--- src/sv/msq_pkg.sv ---
`default_nettype none
package msq_pkg;

	localparam int STORE_DEPTH_DEF = 256;
	localparam int WORD_W          = 32;
	localparam int PC_W            = 8;

	// command codes
	localparam logic [1:0] CMD_LOAD    = 2'd0;
	localparam logic [1:0] CMD_FETCH   = 2'd1;
	localparam logic [1:0] CMD_ADVANCE = 2'd2;

	// branch conditions
	localparam logic [1:0] COND_NEVER  = 2'd0;
	localparam logic [1:0] COND_NEG    = 2'd1;
	localparam logic [1:0] COND_ZERO   = 2'd2;
	localparam logic [1:0] COND_JUMP   = 2'd3;

	localparam logic [PC_W-1:0] JUMP_DISPATCH = 8'hFF;
	localparam logic [PC_W-1:0] DISPATCH_BASE = 8'h14;
	localparam logic [PC_W-1:0] DISPATCH_STEP = 8'h04;

	localparam logic [3:0] OP_STEP_0 = 4'h4;
	localparam logic [3:0] OP_STEP_1 = 4'h9;
	localparam logic [3:0] OP_STEP_2 = 4'hA;
	localparam logic [3:0] OP_STEP_3 = 4'hB;
	localparam logic [3:0] OP_STEP_4 = 4'hC;
	localparam logic [3:0] OP_STEP_5 = 4'hF;

	typedef struct packed {
		logic store_we;
		logic store_re;
		logic ir_we;
		logic adv;
		logic err_we;
		logic err_val;
	} cmd_t;

	typedef struct packed {
		logic load_ok;
		logic fetch_ok;
	} sts_t;

	// dispatch entry: base + 4*op, one extra step per threshold reached
	function automatic logic [PC_W-1:0] dispatch_target(input logic [3:0] op);
		logic [PC_W-1:0] t;
		t = DISPATCH_BASE + {2'b00, op, 2'b00};
		if (op >= OP_STEP_0) t = t + DISPATCH_STEP;
		if (op >= OP_STEP_1) t = t + DISPATCH_STEP;
		if (op >= OP_STEP_2) t = t + DISPATCH_STEP;
		if (op >= OP_STEP_3) t = t + DISPATCH_STEP;
		if (op >= OP_STEP_4) t = t + DISPATCH_STEP;
		if (op >= OP_STEP_5) t = t + DISPATCH_STEP;
		return t;
	endfunction

endpackage
`default_nettype wire

--- src/sv/msq_ctrl.sv ---
`default_nettype none
module msq_ctrl (
	input  wire logic        clk,
	input  wire logic        arst_n,
	input  wire logic        in_valid,
	output logic             in_stall,
	input  wire logic [1:0]  command,
	output logic             out_valid,
	input  wire logic        out_stall,
	input  wire msq_pkg::sts_t sts,
	output msq_pkg::cmd_t    cmd
);
	import msq_pkg::*;

	typedef enum logic [1:0] {
		ST_IDLE  = 2'b01,
		ST_FETCH = 2'b10
	} state_t;

	state_t state_q, state_d;
	logic   out_valid_q;
	logic   accept;
	logic   is_load, is_fetch;

	// result slot is out_valid_q, so only accept once the last word is gone or is taken now, and never in ST_FETCH
	assign in_stall  = (state_q == ST_FETCH) || (out_valid_q && out_stall);
	assign accept    = in_valid && !in_stall;
	assign out_valid = out_valid_q;

	assign is_load  = (command == CMD_LOAD);
	assign is_fetch = (command == CMD_FETCH);

	always_comb begin
		cmd          = '0;
		cmd.store_we = accept && is_load && sts.load_ok;
		cmd.store_re = accept && is_fetch && sts.fetch_ok;
		cmd.adv      = accept && (command == CMD_ADVANCE);
		cmd.ir_we    = (state_q == ST_FETCH);
		cmd.err_we   = accept;
		cmd.err_val  = (is_load && !sts.load_ok) || (is_fetch && !sts.fetch_ok);
	end

	always_comb begin
		state_d = state_q;
		case (state_q)
			ST_IDLE: begin
				if (cmd.store_re) state_d = ST_FETCH;
			end
			ST_FETCH: state_d = ST_IDLE;
			default:  state_d = ST_IDLE;
		endcase
	end

	always_ff @(posedge clk or negedge arst_n) begin
		if (!arst_n) begin
			state_q     <= ST_IDLE;
			out_valid_q <= 1'b0;
		end else begin
			state_q <= state_d;
			if ((accept && !cmd.store_re) || (state_q == ST_FETCH))
				out_valid_q <= 1'b1;
			else if (out_valid_q && !out_stall)
				out_valid_q <= 1'b0;
		end
	end

	a_fetch_one_cycle: assert property (@(posedge clk) disable iff (!arst_n)
		(state_q == ST_FETCH) |=> (state_q == ST_IDLE))
		else $error("fetch state held longer than one cycle");

	a_slot_free_in_fetch: assert property (@(posedge clk) disable iff (!arst_n)
		(state_q == ST_FETCH) |-> !out_valid_q)
		else $error("result slot busy while fetch completes");

	a_fetch_then_result: assert property (@(posedge clk) disable iff (!arst_n)
		cmd.store_re |=> (state_q == ST_FETCH) ##1 out_valid_q)
		else $error("fetch did not produce a result word");

endmodule
`default_nettype wire

--- config.mk ---
export PLATFORM = sky130hd
export DESIGN_NAME = msq_ctrl
export DESIGN_NICKNAME = d
export VERILOG_FILES = /design/src/sv/msq_pkg.sv /design/src/sv/msq_ctrl.sv
export SDC_FILE = /design/constraint.sdc
export NUM_CORES = 1
export LEC_CHECK = 0
export BUFFER_PORTS_ARGS = -buffer_cell sky130_fd_sc_hd__buf_4
export CELL_PAD_IN_SITES_DETAIL_PLACEMENT = 1
export CELL_PAD_IN_SITES_GLOBAL_PLACEMENT = 1
export CORE_AREA = 4 4 41 43
export DETAILED_ROUTE_END_ITERATION = 6
export DIE_AREA = 0 0 45 47
export GPL_TIMING_DRIVEN = 1
export PLACE_DENSITY_LB_ADDON = 0.08
export RECOVER_POWER = 50
export SLEW_MARGIN = 30
export SYNTH_ARGS = -nofsm -noshare
export SYNTH_HDL_FRONTEND = slang
export SYNTH_SLANG_ARGS = --single-unit
--- constraint.sdc ---
create_clock -name clk -period 3.83 [get_ports clk]
set_input_delay 0.383 -clock clk [delete_from_list [all_inputs] [get_ports clk]]
set_output_delay 0.383 -clock clk [all_outputs]
set_load 0.02 [all_outputs]
==> flow_summary_export.csv <==
group,metric,value,unit
setup_path,crit_fanout,6,
setup_path,crit_path_max_incr_delay,570,ps
timing,finalSetupTns,0,ps
setup_path,r2r_cells,3,
finish,drive_gt1_share,43.9,%
route,drtIter0Drc,1,
job,drv_cap,0,
place,dp_hpwl,511,um
yosys,synth_xor_area_share,0,%
route,first_pass_iters,3,
status,outcome,"finished clean",
clocking,clockRootBuffer,"clkbuf_4",
setup_path,crit_type,"reg2out",
yosys,ys.flop_type,"dfrtp_1",
place,port_buffers,15,
clocking,cts_tree,"done",
clocking,clk_latency,230,ps
min_path,whs_endpoint,"state_q[1]",
yosys,synth.yosys.seq_area_share,37.4,%
clocking,cts.clk_slew.worst_paths,40,ps
setup_path,endpoint_kind,"output pin",
grt,antenna_found_initial,0,
route,ant_nets,0,
yosys,muxShareOfSynthArea,0,%
power,p_per_area,343,nW/um^2
timing,clock_skew,2.48,ps
finish,synthToLayoutAreaGrowth,66.9,%
route,vias,228,
yosys,async_flop_share,100,%
clocking,cts.htree.levels,1,
yosys,synth_top_area_cell,"dfrtp_1",
timing,hold_slack,363,ps
timing,setup_violations,0,
die,die_h,47,um
yosys,ys_ff_latch,3,
setup_path,cpMaxStageDelayCell,"dfstp_1",
yosys,synth_cells,22,
timing,hold_viol_final,0,
setup_path,timing.rr.start,"state_q[0]",
setup_path,reg2reg_to,"state_q[0]",
setup_path,arrival,1570,ps
clocking,clock_sinks,3,
clocking,postCtsSetupRepairBufs,0,
die,core,1300,sq um
finish,final_nets,50,
timing,min_period,1950,ps
grt,grt_use_total,6.88,%
timing,post-route-period-util,51.0,%
die,io_pins,16,
timing,slew-limit-headroom,82.9,%
yosys,syn_area_per_cell,9.27,sq um
route,drc,0,
place,postPlaceCellArea,328,sq um
route,vias_per_cell,4.07,
setup_path,critical_path.startpoint,"state_q[0]",
timing,rsz0062_at_grt,"no",
timing,drv_slew,0,
setup_path,crit_required,3450,ps
power,power.leakage,0.166,nW
min_path,hp-class,"in2reg",
min_path,worstHoldStart,"command[1]",
yosys,yosysWarnings,0,
yosys,synthTopCellsByCount,"inv_1, nand2_1, dfrtp_1, nor4_1, o21ai_0",
die,die_x,45,um
setup_path,reg2reg_slack,2280,ps
min_path,min_path_cells,2,
yosys,synth_area_leaders,"dfrtp_1, dfstp_2, nand3b_4",
finish,nFillCells,170,
grt,grt_pass1_vias,251,
place,routabilityCongestion,0.576,
yosys,synth_cell_type_count,15,
die,initial_utilization,15.7,%
timing,max_freq,512,MHz
finish,final_cell_area,340,sq um
clocking,cts_buffer_depth,2,
power,peakVddDrop,0.0775,mV
yosys,syn-num-nets,30,
finish,fin_util,26.2,%
yosys,yosysTopAreaCellShare,24.5,%
place,pre_cts_ws,2280,ps
grt,grt_overflow,0,
grt,grt_max_degree,8,
setup_path,path_cells,"nor2b_4, nand3b_1, nor4_1, buf_4",
finish,antenna_cells,0,
yosys,synth-compound-area-share,7.36,%
yosys,synth_adder_area_share,0,%
route,wl_per_cell,11.1,um
yosys,synth_top_family_by_area,"simple AND/OR/NAND/NOR gates",
timing,tightest_slew,255,ps
clocking,cts_buffers,3,
yosys,netlist_area,204,sq um
grt,grt_pass1_wl,938,um
setup_path,critPathLaunchType,"flop",
timing,timing.final.ws_setup,1880,ps
die,num_rows,13,
yosys,synth-edff-count,0,
die,die-area,2120,sq um
route,finalWirelength,623,um
yosys,synthSimpleGateAreaFrac,46.0,%
## power by group
group | switching (W) | total (W) | internal [W] | leakage [nW]
sequential | 0.00000101 | 0.0000344 | 0.0000334 | 0.0341
combinational | 0.0000144 | 0.0000265 | 0.0000121 | 0.117
clock | 0.0000168 | 0.0000559 | 0.0000391 | 0.0150
total | 0.0000322 | 0.000117 | 0.0000845 | 0.166
## cell usage in the layout (no fill, tap or decap), drive strengths merged
master	n
nor2	1
nand2	3
inv	3
o21ai	2
nor4	2
a21oi	1
dfrtp	2
nor3b	1
or4	1
nand3b	1
or2b	1
nor2b	1
buf	12
dfstp	1
dlygate4sd3	1
nor3	1
clkbuf	7
## how the worst max path moves through the flow
stage               cells after the start  slack [ps]  endpoint
global placement                        4        2310    cmd[2]
global route                            4        1780    cmd[5]
floorplan                               3        2050    cmd[5]
finish                                  4        1880    cmd[5]
CTS                                     4        2020    cmd[5]
detailed placement                      4        2280    cmd[5]
## routing by layer
layer | GRT usage, % | vias up | routed length (um)
li1 | - | 111 | -
met1 | 6.15 | 105 | 223
met2 | 11.3 | 12 | 334
met3 | 0.766 | 0 | 66
met4 | 10.5 | 0 | 0
met5 | 0 | - | 0
## layout make-up
cell class / count / area (sq um) / share of cell area (%)
Multi-Input combinational cell: 15 / 96.3 / 28.3
Tap cell: 15 / 18.8 / 5.51
Inverter: 3 / 11.3 / 3.31
Timing Repair Buffer: 16 / 111 / 32.7
Clock buffer: 4 / 26.3 / 7.72
Sequential cell: 3 / 76.3 / 22.4
## critical path, delay by kind of cell (launching register included)
| family | cells | cell delay [ps] |
|---|---|---|
| AND/OR/NAND/NOR | 3 | 580 |
| flip-flops | 1 | 570 |
| buffers and inverters | 1 | 190 |
## cell families after synthesis
kind of cell           count (synthesis)
AO/OA/AOI/OAI                          3
buffers and inverters                  4
AND/OR/NAND/NOR                       12
flip-flops                             3
## state kept, by name, summed over array words and instances (netlist names)
name and cells:
state_q 2, out_valid 1
## through the flow
step | instances | power [W]
2_1_floorplan | 22 | 0.0000490
3_3_place_gp | 51 | 0.0000632
3_5_place_dp | 51 | 0.0000639
4_1_cts | 56 | 0.000124
5_1_grt | 56 | 0.000125
6_report | 56 | 0.000117
## what timing repair did
item | in CTS | in global routing
endpoints found under the setup margin | 0 | 0
hold endpoints to repair | 2 | 0
hold buffers | 1 | 0
resized for setup | 0 | 0
(Power assumes the default switching activity.)
